**src/hdl/ego_pkg.sv**
```systemverilog
// Shared types, constants and helper functions of the odometry block.
package ego_pkg;

    localparam int COUNT_WIDTH_DEF  = 16;
    localparam int CORDIC_STEPS_DEF = 16;
    localparam int ATAN_LEN         = 24;
    localparam int ITER_W           = 5;

    localparam int MA = 33;
    localparam int MB = 26;
    localparam int MP = MA + MB;
    localparam int CW = 44;
    localparam int ZW = 22;
    localparam int AW = 48;
    localparam int RW = 21;

    localparam logic signed [ZW-1:0] ANG_PI      = 22'sd411775;
    localparam logic signed [ZW-1:0] ANG_HALF_PI = 22'sd205887;
    localparam logic signed [MB-1:0] YAW_TO_RAD  = 26'sd1499226;
    localparam logic signed [MB-1:0] CORDIC_GAIN = 26'sd636751;
    localparam logic signed [15:0]   YAW_MAX     = 16'sd18000;
    localparam logic signed [15:0]   YAW_MIN     = -16'sd18000;

    localparam logic [1:0] REG_X_SCALE       = 2'd0;
    localparam logic [1:0] REG_Y_SCALE       = 2'd1;
    localparam logic [1:0] REG_TURN_SCALE    = 2'd2;
    localparam logic [1:0] REG_CENTER_OFFSET = 2'd3;

    localparam logic [1:0] CH_X    = 2'd0;
    localparam logic [1:0] CH_Y    = 2'd1;
    localparam logic [1:0] CH_TURN = 2'd2;

    typedef enum logic [1:0] {
        FUNC_EDGE    = 2'd0,
        FUNC_REFRESH = 2'd1,
        FUNC_CLEAR   = 2'd2,
        FUNC_NONE    = 2'd3
    } func_t;

    typedef enum logic [3:0] {
        OP_IDLE,
        OP_YAW,
        OP_XMUL,
        OP_YMUL,
        OP_PMUL,
        OP_OMUL,
        OP_PREP,
        OP_CORD,
        OP_G0,
        OP_G1,
        OP_G2,
        OP_G3,
        OP_ACC,
        OP_OUT
    } op_t;

    typedef enum logic [3:0] {
        ST_IDLE,
        ST_YAW,
        ST_XMUL,
        ST_YMUL,
        ST_PMUL,
        ST_OMUL,
        ST_PREP,
        ST_CORD,
        ST_G0,
        ST_G1,
        ST_G2,
        ST_G3,
        ST_ACC,
        ST_OUT
    } state_t;

    typedef struct packed {
        logic in_take;
        op_t  op;
    } cmd_t;

    typedef struct packed {
        logic refresh;
        logic cord_last;
        logic out_full;
    } status_t;

    function automatic logic [17:0] atan_q17(input logic [ITER_W-1:0] i);
        logic [17:0] v;
        case (i)
            5'd0:    v = 18'd102944;
            5'd1:    v = 18'd60771;
            5'd2:    v = 18'd32110;
            5'd3:    v = 18'd16299;
            5'd4:    v = 18'd8181;
            5'd5:    v = 18'd4095;
            5'd6:    v = 18'd2048;
            5'd7:    v = 18'd1024;
            5'd8:    v = 18'd512;
            5'd9:    v = 18'd256;
            5'd10:   v = 18'd128;
            5'd11:   v = 18'd64;
            5'd12:   v = 18'd32;
            5'd13:   v = 18'd16;
            5'd14:   v = 18'd8;
            5'd15:   v = 18'd4;
            5'd16:   v = 18'd2;
            5'd17:   v = 18'd1;
            default: v = 18'd0;
        endcase
        return v;
    endfunction

    function automatic logic signed [CW-1:0] sat_delta(input logic signed [59:0] v);
        logic signed [59:0] lim;
        logic signed [CW-1:0] r;
        lim = 60'sd549755813887;
        if (v > lim)
            r = CW'(lim);
        else if (v < -lim)
            r = CW'(-lim);
        else
            r = CW'(v);
        return r;
    endfunction

    function automatic logic signed [AW-1:0] sat_accum(input logic signed [AW:0] v);
        logic signed [AW-1:0] r;
        if (v > $signed({2'b00, {(AW-1){1'b1}}}))
            r = {1'b0, {(AW-1){1'b1}}};
        else if (v < $signed({2'b11, {(AW-1){1'b0}}}))
            r = {1'b1, {(AW-1){1'b0}}};
        else
            r = v[AW-1:0];
        return r;
    endfunction

    function automatic logic signed [31:0] sat_pos(input logic signed [AW-1:0] acc);
        logic signed [AW-13:0] s;
        logic signed [31:0] r;
        s = acc[AW-1:12];
        if (s > $signed(36'sd2147483647))
            r = 32'sh7fffffff;
        else if (s < -$signed(36'sd2147483648))
            r = 32'sh80000000;
        else
            r = s[31:0];
        return r;
    endfunction

endpackage

```
**src/hdl/ego_ctrl.sv**
```systemverilog
// Sequencing state machine of the odometry block.
module ego_ctrl
    import ego_pkg::*;
(
    input  logic    clk,
    input  logic    rst_n,
    input  logic    s_tvalid,
    output logic    s_tready,
    input  status_t status,
    output cmd_t    cmd
);

    state_t state_reg;
    state_t state_next;

    always_ff @(posedge clk or negedge rst_n)
    begin
        if (!rst_n)
            state_reg <= ST_IDLE;
        else
            state_reg <= state_next;
    end

    always_comb
    begin
        state_next = state_reg;
        case (state_reg)
            ST_IDLE:
            begin
                if (s_tvalid && status.refresh)
                    state_next = ST_YAW;
            end
            ST_YAW:  state_next = ST_XMUL;
            ST_XMUL: state_next = ST_YMUL;
            ST_YMUL: state_next = ST_PMUL;
            ST_PMUL: state_next = ST_OMUL;
            ST_OMUL: state_next = ST_PREP;
            ST_PREP: state_next = ST_CORD;
            ST_CORD:
            begin
                if (status.cord_last)
                    state_next = ST_G0;
            end
            ST_G0:   state_next = ST_G1;
            ST_G1:   state_next = ST_G2;
            ST_G2:   state_next = ST_G3;
            ST_G3:   state_next = ST_ACC;
            ST_ACC:  state_next = ST_OUT;
            ST_OUT:
            begin
                if (!status.out_full)
                    state_next = ST_IDLE;
            end
            default: state_next = ST_IDLE;
        endcase
    end

    always_comb
    begin
        s_tready    = 1'b0;
        cmd.in_take = 1'b0;
        cmd.op      = OP_IDLE;
        case (state_reg)
            ST_IDLE:
            begin
                s_tready    = 1'b1;
                cmd.in_take = s_tvalid;
            end
            ST_YAW:  cmd.op = OP_YAW;
            ST_XMUL: cmd.op = OP_XMUL;
            ST_YMUL: cmd.op = OP_YMUL;
            ST_PMUL: cmd.op = OP_PMUL;
            ST_OMUL: cmd.op = OP_OMUL;
            ST_PREP: cmd.op = OP_PREP;
            ST_CORD: cmd.op = OP_CORD;
            ST_G0:   cmd.op = OP_G0;
            ST_G1:   cmd.op = OP_G1;
            ST_G2:   cmd.op = OP_G2;
            ST_G3:   cmd.op = OP_G3;
            ST_ACC:  cmd.op = OP_ACC;
            ST_OUT:  cmd.op = OP_OUT;
            default: cmd.op = OP_IDLE;
        endcase
    end

endmodule

```
**src/hdl/ego_datapath.sv**
```systemverilog
// Counters, shared multiplier, CORDIC rotator and accumulators of the odometry block.
module ego_datapath
    import ego_pkg::*;
#(
    parameter int COUNT_WIDTH  = COUNT_WIDTH_DEF,
    parameter int CORDIC_STEPS = CORDIC_STEPS_DEF
)
(
    input  logic        clk,
    input  logic        rst_n,
    input  cmd_t        cmd,
    output status_t     status,
    input  logic [23:0] x_scale,
    input  logic [23:0] y_scale,
    input  logic [23:0] turn_scale,
    input  logic [23:0] center_offset,
    input  logic [23:0] in_data,
    input  logic [3:0]  in_user,
    output logic        m_tvalid,
    input  logic        m_tready,
    output logic [79:0] m_tdata
);

    localparam int NSTEPS = (CORDIC_STEPS < ATAN_LEN) ? CORDIC_STEPS : ATAN_LEN;
    localparam logic signed [COUNT_WIDTH-1:0] CMAX = {1'b0, {(COUNT_WIDTH-1){1'b1}}};
    localparam logic signed [COUNT_WIDTH-1:0] CMIN = {1'b1, {(COUNT_WIDTH-1){1'b0}}};

    func_t                    func;
    logic [1:0]               ch;
    logic                     b_lvl;
    logic signed [15:0]       yaw_in;
    logic signed [15:0]       yaw_c;

    logic signed [COUNT_WIDTH-1:0] cnt_reg [3];
    logic signed [COUNT_WIDTH-1:0] cnt_next [3];
    logic signed [15:0]       yaw_reg;
    logic signed [MP-1:0]     prod_reg;
    logic signed [MP-1:0]     p0_reg;
    logic signed [MA-1:0]     ma;
    logic signed [MB-1:0]     mb;
    logic signed [RW-1:0]     rad_reg;
    logic signed [RW-1:0]     last_reg;
    logic signed [ZW-1:0]     dp2_reg;
    logic signed [MP-1:0]     dx_reg;
    logic signed [MP-1:0]     dy_reg;
    logic signed [MP-1:0]     dp_reg;
    logic signed [CW-1:0]     a_reg;
    logic signed [CW-1:0]     b_reg;
    logic signed [ZW-1:0]     z_reg;
    logic [ITER_W-1:0]        iter_reg;
    logic signed [CW-1:0]     wy_reg;
    logic signed [AW-1:0]     xacc_reg;
    logic signed [AW-1:0]     yacc_reg;
    logic                     out_valid_reg;
    logic [79:0]              out_reg;

    logic signed [MP-1:0]     rad_sum;
    logic signed [ZW-1:0]     d0;
    logic signed [ZW-1:0]     d1;
    logic signed [ZW-1:0]     d2;
    logic signed [MP-1:0]     off;
    logic signed [CW-1:0]     dx2;
    logic signed [CW-1:0]     dy2;
    logic signed [59:0]       dyd;
    logic signed [ZW-1:0]     rad_z;
    logic signed [CW-1:0]     sa;
    logic signed [CW-1:0]     sb;
    logic signed [ZW-1:0]     atan_v;
    logic signed [65:0]       gsum;
    logic signed [CW-1:0]     gres;

    assign func   = func_t'(in_user[1:0]);
    assign ch     = in_user[3:2];
    assign b_lvl  = in_data[0];
    assign yaw_in = $signed(in_data[16:1]);
    assign yaw_c  = (yaw_in > YAW_MAX) ? YAW_MAX : ((yaw_in < YAW_MIN) ? YAW_MIN : yaw_in);

    assign status.refresh   = (func == FUNC_REFRESH);
    assign status.cord_last = (iter_reg == ITER_W'(NSTEPS - 1));
    assign status.out_full  = out_valid_reg && !m_tready;

    assign m_tvalid = out_valid_reg;
    assign m_tdata  = out_reg;

    always_comb
    begin
        for (int k = 0; k < 3; k++)
        begin
            cnt_next[k] = cnt_reg[k];
        end
        if (cmd.in_take && func == FUNC_EDGE && ch != 2'd3)
        begin
            if ((ch == CH_X) ? !b_lvl : b_lvl)
            begin
                if (cnt_reg[ch] != CMAX)
                    cnt_next[ch] = cnt_reg[ch] + COUNT_WIDTH'(1);
            end
            else
            begin
                if (cnt_reg[ch] != CMIN)
                    cnt_next[ch] = cnt_reg[ch] - COUNT_WIDTH'(1);
            end
        end
        if ((cmd.in_take && func == FUNC_CLEAR) || cmd.op == OP_OMUL)
        begin
            for (int k = 0; k < 3; k++)
            begin
                cnt_next[k] = '0;
            end
        end
    end

    always_comb
    begin
        ma = '0;
        mb = '0;
        case (cmd.op)
            OP_YAW:
            begin
                ma = MA'(yaw_reg);
                mb = YAW_TO_RAD;
            end
            OP_XMUL:
            begin
                ma = MA'(cnt_reg[CH_X]);
                mb = $signed({2'b00, x_scale});
            end
            OP_YMUL:
            begin
                ma = MA'(cnt_reg[CH_Y]);
                mb = $signed({2'b00, y_scale});
            end
            OP_PMUL:
            begin
                ma = MA'(cnt_reg[CH_TURN]);
                mb = $signed({2'b00, turn_scale});
            end
            OP_OMUL:
            begin
                ma = MA'(dp2_reg);
                mb = $signed({2'b00, center_offset});
            end
            OP_G0:
            begin
                ma = $signed({11'b0, a_reg[21:0]});
                mb = CORDIC_GAIN;
            end
            OP_G1:
            begin
                ma = MA'($signed(a_reg[CW-1:22]));
                mb = CORDIC_GAIN;
            end
            OP_G2:
            begin
                ma = $signed({11'b0, b_reg[21:0]});
                mb = CORDIC_GAIN;
            end
            OP_G3:
            begin
                ma = MA'($signed(b_reg[CW-1:22]));
                mb = CORDIC_GAIN;
            end
            default:
            begin
                ma = '0;
                mb = '0;
            end
        endcase
    end

    always_comb
    begin
        rad_sum = prod_reg + MP'(32768);
        d0      = ZW'(rad_reg) - ZW'(last_reg);
        d1      = (d0 > ANG_HALF_PI) ? d0 - ANG_PI : d0;
        d2      = (d1 < -ANG_HALF_PI) ? d1 + ANG_PI : d1;
        off     = (prod_reg + MP'(65536)) >>> 17;
        dx2     = sat_delta(60'(dx_reg) - 60'(off));
        dyd     = (60'(dy_reg) - 60'(dp_reg)) >>> 1;
        dy2     = sat_delta(dyd);
        rad_z   = ZW'(rad_reg);
        sa      = a_reg >>> iter_reg;
        sb      = b_reg >>> iter_reg;
        atan_v  = $signed({4'b0, atan_q17(iter_reg)});
        gsum    = (66'(prod_reg) <<< 22) + 66'(p0_reg) + 66'sd524288;
        gres    = gsum[CW+19:20];
    end

    always_ff @(posedge clk)
    begin
        prod_reg <= ma * mb;
        if (cmd.in_take && func == FUNC_REFRESH)
            yaw_reg <= yaw_c;
        case (cmd.op)
            OP_XMUL: rad_reg <= rad_sum[RW+15:16];
            OP_YMUL:
            begin
                dx_reg  <= prod_reg;
                dp2_reg <= d2;
            end
            OP_PMUL: dy_reg <= prod_reg;
            OP_OMUL: dp_reg <= prod_reg;
            OP_PREP:
            begin
                iter_reg <= '0;
                if (rad_z > ANG_HALF_PI)
                begin
                    a_reg <= -dx2;
                    b_reg <= dy2;
                    z_reg <= rad_z - ANG_HALF_PI;
                end
                else if (rad_z < -ANG_HALF_PI)
                begin
                    a_reg <= dx2;
                    b_reg <= -dy2;
                    z_reg <= rad_z + ANG_HALF_PI;
                end
                else
                begin
                    a_reg <= dy2;
                    b_reg <= dx2;
                    z_reg <= rad_z;
                end
            end
            OP_CORD:
            begin
                iter_reg <= iter_reg + 1'b1;
                if (z_reg >= 0)
                begin
                    a_reg <= a_reg - sb;
                    b_reg <= b_reg + sa;
                    z_reg <= z_reg - atan_v;
                end
                else
                begin
                    a_reg <= a_reg + sb;
                    b_reg <= b_reg - sa;
                    z_reg <= z_reg + atan_v;
                end
            end
            OP_G1: p0_reg <= prod_reg;
            OP_G2: wy_reg <= gres;
            OP_G3: p0_reg <= prod_reg;
            OP_OUT:
            begin
                if (!status.out_full)
                    out_reg <= {yaw_reg, sat_pos(yacc_reg), sat_pos(xacc_reg)};
            end
            default:
            begin
            end
        endcase
    end

    always_ff @(posedge clk or negedge rst_n)
    begin
        if (!rst_n)
        begin
            for (int k = 0; k < 3; k++)
            begin
                cnt_reg[k] <= '0;
            end
            last_reg      <= '0;
            xacc_reg      <= '0;
            yacc_reg      <= '0;
            out_valid_reg <= 1'b0;
        end
        else
        begin
            for (int k = 0; k < 3; k++)
            begin
                cnt_reg[k] <= cnt_next[k];
            end
            if (cmd.op == OP_YMUL)
                last_reg <= rad_reg;
            if (cmd.in_take && func == FUNC_CLEAR)
            begin
                xacc_reg <= '0;
                yacc_reg <= '0;
            end
            else if (cmd.op == OP_ACC)
            begin
                xacc_reg <= sat_accum((AW+1)'(xacc_reg) + (AW+1)'(gres));
                yacc_reg <= sat_accum((AW+1)'(yacc_reg) + (AW+1)'(wy_reg));
            end
            if (cmd.op == OP_OUT && !status.out_full)
                out_valid_reg <= 1'b1;
            else if (m_tready)
                out_valid_reg <= 1'b0;
        end
    end

endmodule

```
**src/hdl/encoder_gyro_odometry.sv**
```systemverilog
// Top level of the encoder and gyro odometry block with its register port.
//
// Input items arrive on the s_t* stream. tuser carries the item kind (edge,
// refresh or clear) and the encoder channel; tdata carries the B level and
// the gyro yaw. An edge or clear transfer gives no result. After a refresh
// transfer the block runs a sequence through one shared 33 x 26 multiplier
// and an iterative CORDIC rotator, one step per cycle. No new item is taken
// until the sequence is done and the block is idle again. Each refresh
// produces one result transfer on the m_t* stream with position and
// heading. The result sits in an output register, so further edges are
// taken while it waits; a stalled receiver only holds the next refresh at
// its last step. Reset clears counters, pose and the previous heading
// angle and loads the register defaults; the reported heading is not
// reset. Registers are written through the APB port; the user must write
// them only while idle, which the block itself does not enforce.
module encoder_gyro_odometry
    import ego_pkg::*;
#(
    parameter int COUNT_WIDTH  = COUNT_WIDTH_DEF,
    parameter int CORDIC_STEPS = CORDIC_STEPS_DEF
)
(
    input  logic        clk,
    input  logic        rst_n,
    input  logic        psel,
    input  logic        penable,
    input  logic        pwrite,
    input  logic [3:0]  paddr,
    input  logic [31:0] pwdata,
    output logic [31:0] prdata,
    output logic        pready,
    input  logic        s_tvalid,
    output logic        s_tready,
    input  logic [23:0] s_tdata,  // b_level, yaw_centideg[16:1], zero pad
    input  logic [3:0]  s_tuser,  // func[1:0], channel[3:2]
    output logic        m_tvalid,
    input  logic        m_tready,
    output logic [79:0] m_tdata   // x_pos[31:0], y_pos[63:32], heading_centideg[79:64]
);

    logic [23:0] x_scale_reg;
    logic [23:0] y_scale_reg;
    logic [23:0] turn_scale_reg;
    logic [23:0] center_offset_reg;
    logic [23:0] rd_val;
    logic        wr_en;
    cmd_t        cmd;
    status_t     status;

    assign pready = 1'b1;
    assign wr_en  = psel && penable && pwrite;

    always_ff @(posedge clk or negedge rst_n)
    begin
        if (!rst_n)
        begin
            x_scale_reg       <= 24'd65536;
            y_scale_reg       <= 24'd65536;
            turn_scale_reg    <= 24'd65536;
            center_offset_reg <= 24'd0;
        end
        else if (wr_en)
        begin
            case (paddr[3:2])
                REG_X_SCALE:       x_scale_reg       <= pwdata[23:0];
                REG_Y_SCALE:       y_scale_reg       <= pwdata[23:0];
                REG_TURN_SCALE:    turn_scale_reg    <= pwdata[23:0];
                REG_CENTER_OFFSET: center_offset_reg <= pwdata[23:0];
                default:           x_scale_reg       <= x_scale_reg;
            endcase
        end
    end

    always_comb
    begin
        case (paddr[3:2])
            REG_X_SCALE:       rd_val = x_scale_reg;
            REG_Y_SCALE:       rd_val = y_scale_reg;
            REG_TURN_SCALE:    rd_val = turn_scale_reg;
            REG_CENTER_OFFSET: rd_val = center_offset_reg;
            default:           rd_val = '0;
        endcase
    end

    assign prdata = {8'b0, rd_val};

    ego_ctrl u_ctrl (
        .clk      (clk),
        .rst_n    (rst_n),
        .s_tvalid (s_tvalid),
        .s_tready (s_tready),
        .status   (status),
        .cmd      (cmd)
    );

    ego_datapath #(
        .COUNT_WIDTH  (COUNT_WIDTH),
        .CORDIC_STEPS (CORDIC_STEPS)
    ) u_datapath (
        .clk           (clk),
        .rst_n         (rst_n),
        .cmd           (cmd),
        .status        (status),
        .x_scale       (x_scale_reg),
        .y_scale       (y_scale_reg),
        .turn_scale    (turn_scale_reg),
        .center_offset (center_offset_reg),
        .in_data       (s_tdata),
        .in_user       (s_tuser),
        .m_tvalid      (m_tvalid),
        .m_tready      (m_tready),
        .m_tdata       (m_tdata)
    );

endmodule
```
**config.mk**
```make
export PLATFORM = sky130hd
export DESIGN_NAME = encoder_gyro_odometry
export DESIGN_NICKNAME = d
export VERILOG_FILES = /design/src/hdl/ego_pkg.sv /design/src/hdl/ego_ctrl.sv /design/src/hdl/ego_datapath.sv /design/src/hdl/encoder_gyro_odometry.sv
export SDC_FILE = /design/constraint.sdc
export NUM_CORES = 2
export LEC_CHECK = 0
export BUFFER_PORTS_ARGS = -buffer_cell sky130_fd_sc_hd__buf_4
export CAP_MARGIN = 20
export CORE_MARGIN = 2
export CORE_UTILIZATION = 35
export CTS_CLUSTER_DIAMETER = 40
export DETAILED_ROUTE_END_ITERATION = 8
export SYNTH_ARGS = -nofsm -noshare
export SYNTH_HDL_FRONTEND = slang
export SYNTH_SLANG_ARGS = --single-unit
```
**constraint.sdc**
```tcl
create_clock -name clk -period 23.8 [get_ports clk]
set_input_delay 1.19 -clock clk [delete_from_list [all_inputs] [get_ports clk]]
set_output_delay 1.19 -clock clk [all_outputs]
set_load 0.005 [all_outputs]
```
Word-level counts from Yosys, hierarchy flattened
Memory sizes are Yosys's and may differ from the RTL's. A register that Yosys moved wholly into a read port is not among the register bits.
Cells that the tools add are included.

word-level totals
  word-level logic and storage cells = 208
  latch bits = 0
  flip-flop bits (word level) = 854
  bits in writable memories = 0
  output and inout port bits = 115
  memory bits (read-only) = 544
  memories kept = 1
  input bits = 71

memories
  memory           depth  width  read ports  clocked after Yosys merged registers in  write ports  line           text
  (no name shown)  32     17     1           1                                        0            ego_pkg.sv:87  case (i)

operators by class
  bitwise gates (word level) = 2
  add/sub/neg operators = 24
  eq/ne operators = 39
  shift-type cells = 2
  divide/modulo/power cells = 0
  reduce and logical (&&, ||, !) cells = 33
  $mul = 1
  magnitude comparators = 21
  muxes and demuxes = 56

operators with widths
  operator                count
  $mux 48                 13
  $mux 44                 10
  $pmux 33 s9             1
  $pmux 44 s2             2
  $pmux 24 s6             1
  $mux 22                 5
  $add 48x44->49          2
  $gt 49x48->1 const B    2
  $lt 49x48->1 const B    2
  $bwmux 48               2
  $pmux 24 s4             1
  $add 44x44->44          2
  $neg 44->44             2
  $sshr 44x5->44          2
  $sub 44x44->44          2
  $gt 36x32->1 const B    2
  $lt 36x32->1 const B    2
  $add 64x21->64 const B  1
  $add 64x58->64          1
  $mux 16                 4
  $mux 32                 2
  $gt 60x40->1 const B    1
  $lt 60x40->1 const B    1
  $add 58x18->59 const B  1
  58 further kinds        114

Longest topological paths before layout
  word-level depth = 10
  gate-level depth with buffers = 41
  gate-level depth less buffers = 37

Hierarchy
A second synthesis with hierarchy kept.

second synthesis, totals
  cell total of the unflattened synthesis = 9695
  area, all modules = 89007.9 um2

modules (own cells, without submodules)
  module                 area each (um2)  cells each  seq. area each (um2)  times used
  ego_datapath           84355.9          9409        21000.1               1
  encoder_gyro_odometry  4332.9           250         2406.1                1
  ego_ctrl               319.1            36          100.1                 1

Least setup slack after synthesis
OpenSTA, ideal clock, no wires.

  path type = register -> register
  from = reg u_ctrl.state_reg[3]
  to = reg u_datapath.prod_reg[51]
  data arrival time = 11.079 ns
  period minus slack after synthesis = 11.201 ns
  path buffers = 4
  cell stages (with the launch flop) = 37
  library setup time = 0.122 ns
  setup slack = 12.599 ns
  data required time = 23.678 ns
  path through = dfrtp_1 clkbuf_1 inv_1 nand2_1 nor3_1 clkbuf_1 buf_1 a22oi_1 nand3_1 clkbuf_1 nand2_1 fa_1 fa_1 fa_1 inv_1 fa_1 fa_1 fa_1 inv_1 fa_1 inv_1 ha_1 a21o_1 a21o_1 a21o_1 a21o_1 a21o_1 a21oi_1 a2bb2oi_1 o31ai_1 o211ai_1 a311oi_1 o21a_1 o21ai_0 nand2b_1 a211oi_1 nor2_1

on the way
  cells in the longest elaborated chain, start to end = 6
  elaborated cells on any way between the ends = 27
  those cells by class = mul (1); eq/ne (22); mux (3); reduce/logical (1)

ends and longest elaborated chain
  what                                line                 text
  start: declaration                  ego_ctrl.sv:13       state_t state_reg;
  start signal: assignment            ego_ctrl.sv:21       state_reg <= state_next;
  $eq 4x4->1 (tied with other cells)  ego_ctrl.sv:63       case (state_reg)
  $pmux 4 s13 *                       ego_ctrl.sv:63
  $eq 4x4->1                          ego_datapath.sv:117  case (cmd.op)
  $reduce_or 4->1 (no source line)    -
  $pmux 24 s6                         ego_datapath.sv:117
  $mul 33x25->58 *                    ego_datapath.sv:191  prod_reg <= ma * mb;
  end signal: assignment              ego_datapath.sv:191
  end: declaration                    ego_datapath.sv:37   logic signed [MP-1:0] prod_reg;

Every way passes the cells marked *; elsewhere a longest branch is shown, timed or not.
A chain may end at the register's enable or synchronous reset.

Worst setup path in the final report
  from = reg u_datapath.prod_reg[17]
  to = reg u_datapath.a_reg[36] (data pin)

on the way
  cells in the longest elaborated chain, start to end = 8
  elaborated cells on any way between the ends = 10
  those cells by class = add/sub (3); order compare (2); mux (5)

ends and longest elaborated chain
  what                                           line                                      text
  $add 58x18->59 *                               ego_datapath.sv:177                       off = (prod_reg + MP'(65536)) >>> 17;
  $sub 58x42->59 *                               ego_datapath.sv:178                       dx2 = sat_delta(60'(dx_reg) - 60'(off));
  $lt 60x40->1                                   ego_pkg.sv:117                            else if (v < -lim)
  $mux 44                                        ego_pkg.sv:117
  $mux 44 *                                      ego_pkg.sv:115                            if (v > lim)
  $neg 44->44 / $mux 44 (equally long branches)  ego_datapath.sv:208, ego_datapath.sv:212
  $mux 44 *                                      ego_datapath.sv:206                       if (rad_z > ANG_HALF_PI)
  $pmux 44 s2 *                                  ego_datapath.sv:194                       case (cmd.op)
  end signal: assignment                         ego_datapath.sv:208                       a_reg <= -dx2;
  end signal: assignment                         ego_datapath.sv:220                       a_reg <= dy2;
  end signal: assignment                         ego_datapath.sv:230                       a_reg <= a_reg - sb;
  end: declaration                               ego_datapath.sv:47                        logic signed [CW-1:0] a_reg;

Marks and branches as above.

==> impl_metrics.ini <==
[floorplanning]
rows = 184
die_x_microns = 506.4
coreArea_sq_mm = 0.2512
io_pins = 186
initial_core_util = 0.3517
die_area_sq_mm = 0.2564
die_h_microns = 506.4

[run]
drv_cap = 0

[logic_synthesis]
ys.flop_type = edfxtp_1
synth_compound_area_frac = 0.1798
ys_warn_count = 0
synth_xor_xnor_area_share = 0.06127
synth_mux_area_frac = 0.06240
synthAdderAreaFrac = 0.2153
synth_area_leader_cell = edfxtp_1
synthDistinctLibCells = 122
synth_seq_cells = 852
synth_area_sq_mm = 0.08833
synth_top_area_frac = 0.1737
syn_avg_cell_area_sq_um = 9.129
netlist_instances = 9675
yosys-top-cells-area = edfxtp_1 17%, fa_1 14%, ha_1 7.8%, dfrtp_1 7.5%, nand2_1 4.4%
async_flop_share = 0.3122
synth_top_family_by_area = adder cells
yosysSeqAreaShare = 0.2661
synthSimpleGateAreaFrac = 0.1527
synth_edf_count = 511

[detailed_routing]
vias = 76380
drt_wl_total_microns = 315800
viasPerCell = 5.793
drc = 0
drt_first_pass_iters = 9
post_drt_wl_per_cell_microns = 23.95
ant_nets = 0
dr.first_iter.drc_count = 7448

[final_layout]
fin_nets = 10920
area_growth_pct = 11.79
seq_area_sq_mm = 0.02351
drive_gt1_frac = 0.1063
num-fill-cells = 24740
multiInputGateArea_sq_mm = 0.05959
largest_reg_flops = 80

[power_and_ir_drop]
power_density_mw_per_mm2 = 159.6
finalPower_w = 0.01576
ir_drop_mv = 0.1129
power.leakage_nw = 42.25

[global_routing]
grt_pass1_wl_microns = 472800
antenna_found_initial = 21
grt_usage = 0.2403
grt_max_degree = 156
grt-ovfl-total = 0
grt_pass1_vias = 75470

[timing]
finClkSkew_ns = 0.06650
worstMarginPinSlew_ns = 1.224
rsz0062_at_grt = false
max-slew-margin-rel = 0.1750
tns_ns = 0
post-route-min-period_ns = 11.91
finalCritPeriodShare = 0.5003
finalHoldViolations = 0
maxSlewViolCount = 0
setup_viol = 0
hold_slack_ns = 0.4425
max_freq_ghz = 0.08398

[place]
portBuffers = 159
dp_hpwl_microns = 246300
place_congestion = 0.9803

[critical_path]
cpPeakStageDelay_ns = 0.66
critPathSlowestCell = nor2_1
worst-r2r-setup-slack_ns = 11.89
endpoint_kind = register
cp.required_ns = 24.29
critPathMostFrequentCell = nand3_1
rr_worst_depth = 32
rr_startpoint = u_datapath.prod_reg[17]$_DFF_P_
worst_ep_arrival_time_ns = 12.40
timing.rr.end = u_datapath.a_reg[36]$_DFFE_PN_
cp_max_fo = 49
worst-setup-path-type = register to register
startpoint_type = register

[clocking]
cts_setup_buffers = 0
cts_tree = built
cts_resized = 0
h-tree-depth = 4
holdBufCountCts = 0
insertion_delay_ns = 0.84
root_buffer = clkbuf_16
cts_buffers = 150
clk_pin_slew_ns = 0.06
clock_sinks = 852
clk_path_buf_depth = 3

[worst_hold_path]
hold_class = input pin to async pin

[status]
status = completed
placed cells by master (no fill, tap or decap), types with 135 or more instances in the layout:
master and n:
ha_1 548, a21oi_1 580, fa_1 603, inv_1 936, nand2_1 1031, o21ai_0 540
mux4_2 139, mux2_2 135, nor2_1 684, xnor2_1 368, nor3_1 146, nand3_1 249
clkbuf_16 155, o21a_1 170, xor2_1 248, a21o_1 205, dfrtp_1 263, buf_4 323
edfxtp_1 511
worst max path at each step:
stage | start | endpoint | depth (start not counted) | slack (ns)
2_1_floorplan | u_ctrl.state_reg[3]$_DFFE_PN0P_ | u_datapath.prod_reg[51]$_DFF_P_ | 36 | 12.60
3_3_place_gp | u_datapath.prod_reg[17]$_DFF_P_ | u_datapath.a_reg[36]$_DFFE_PN_ | 32 | 12.50
3_5_place_dp | u_datapath.prod_reg[17]$_DFF_P_ | u_datapath.a_reg[36]$_DFFE_PN_ | 32 | 12.31
4_1_cts | u_datapath.prod_reg[17]$_DFF_P_ | u_datapath.a_reg[36]$_DFFE_PN_ | 32 | 12.19
5_1_grt | u_datapath.prod_reg[17]$_DFF_P_ | u_datapath.a_reg[18]$_DFFE_PN_ | 34 | 11.41
6_report | u_datapath.prod_reg[17]$_DFF_P_ | u_datapath.a_reg[36]$_DFFE_PN_ | 32 | 11.89
report_power, final:
group / total, W / leakage, nW / internal, W / switching [W]
Combinational: 0.0108 / 30.8 / 0.00409 / 0.00671
Clock: 0.00224 / 2.56 / 0.00134 / 0.000897
Sequential: 0.00272 / 8.88 / 0.00223 / 0.000481
Total: 0.0158 / 42.3 / 0.00767 / 0.00809
routing by layer:
metal / vias up / GRT usage / part of all wire
met5: - / 0 / 0.000079
met4: 4 / 0.09896 / 0.044
met3: 668 / 0.04815 / 0.086
met2: 3259 / 0.3885 / 0.46
met1: 38100 / 0.3131 / 0.41
li1: 34350 / - / -
final cells by class:
| cell class | instances | area share |
|---|---|---|
| timing repair buffer | 331 | 0.02608 |
| clock buffer | 169 | 0.04022 |
| clock inverter | 111 | 0.01356 |
| antenna | 16 | 0.0004055 |
| multi-input combinational | 7418 | 0.6035 |
| tap | 3348 | 0.04242 |
| sequential | 852 | 0.2381 |
| inverter | 940 | 0.03576 |
per-stage QoR:
| stage | setup WS (ns) | util | cells | area [sq um] |
|---|---|---|---|---|
| finish | 11.89 | 0.3931 | 13190 | 98740 |
| global route | 11.41 | 0.3930 | 13170 | 98710 |
| floorplan | 12.60 | - | 9682 | 88350 |
| CTS | 12.19 | 0.3926 | 13170 | 98620 |
| global placement | 12.50 | 0.3714 | 12880 | 93290 |
| detailed placement | 12.31 | 0.3715 | 12890 | 93310 |
cell usage after synthesis (100+ instances only):
master,number
a21o_1,205
a21oi_1,582
clkbuf_1,344
dfrtp_1,263
edfxtp_1,511
fa_1,603
ha_1,548
inv_1,938
mux2_2,135
mux4_2,139
nand2_1,1031
nand2b_1,107
nand3_1,250
nand4_1,100
nor2_1,693
nor3_1,160
o21a_1,170
o21ai_0,541
xnor2_1,368
xor2_1,248
worst max-delay path: cells and delay by family (launching register included):
kind | cells | cell delay (ns)
simple gates | 17 | 6.35
flops | 1 | 0.33
fa+ha+maj | 3 | 1.46
xor+xnor | 2 | 0.39
compound gates | 7 | 2.15
buf+inv | 3 | 0.83
kinds of logic (layout without fill, tap and decap cells):
group,Yosys count,count (layout)
buffers and inverters,1412,1551
AO/OA/AOI/OAI,2397,2397
other,2,25
flip-flops,852,852
multiplexers,360,360
adder cells (fa/ha/maj),1160,1160
AND/OR/NAND/NOR,2875,2875
XOR/XNOR,617,617
No activity file was read; power rests on OpenSTA's default activity.
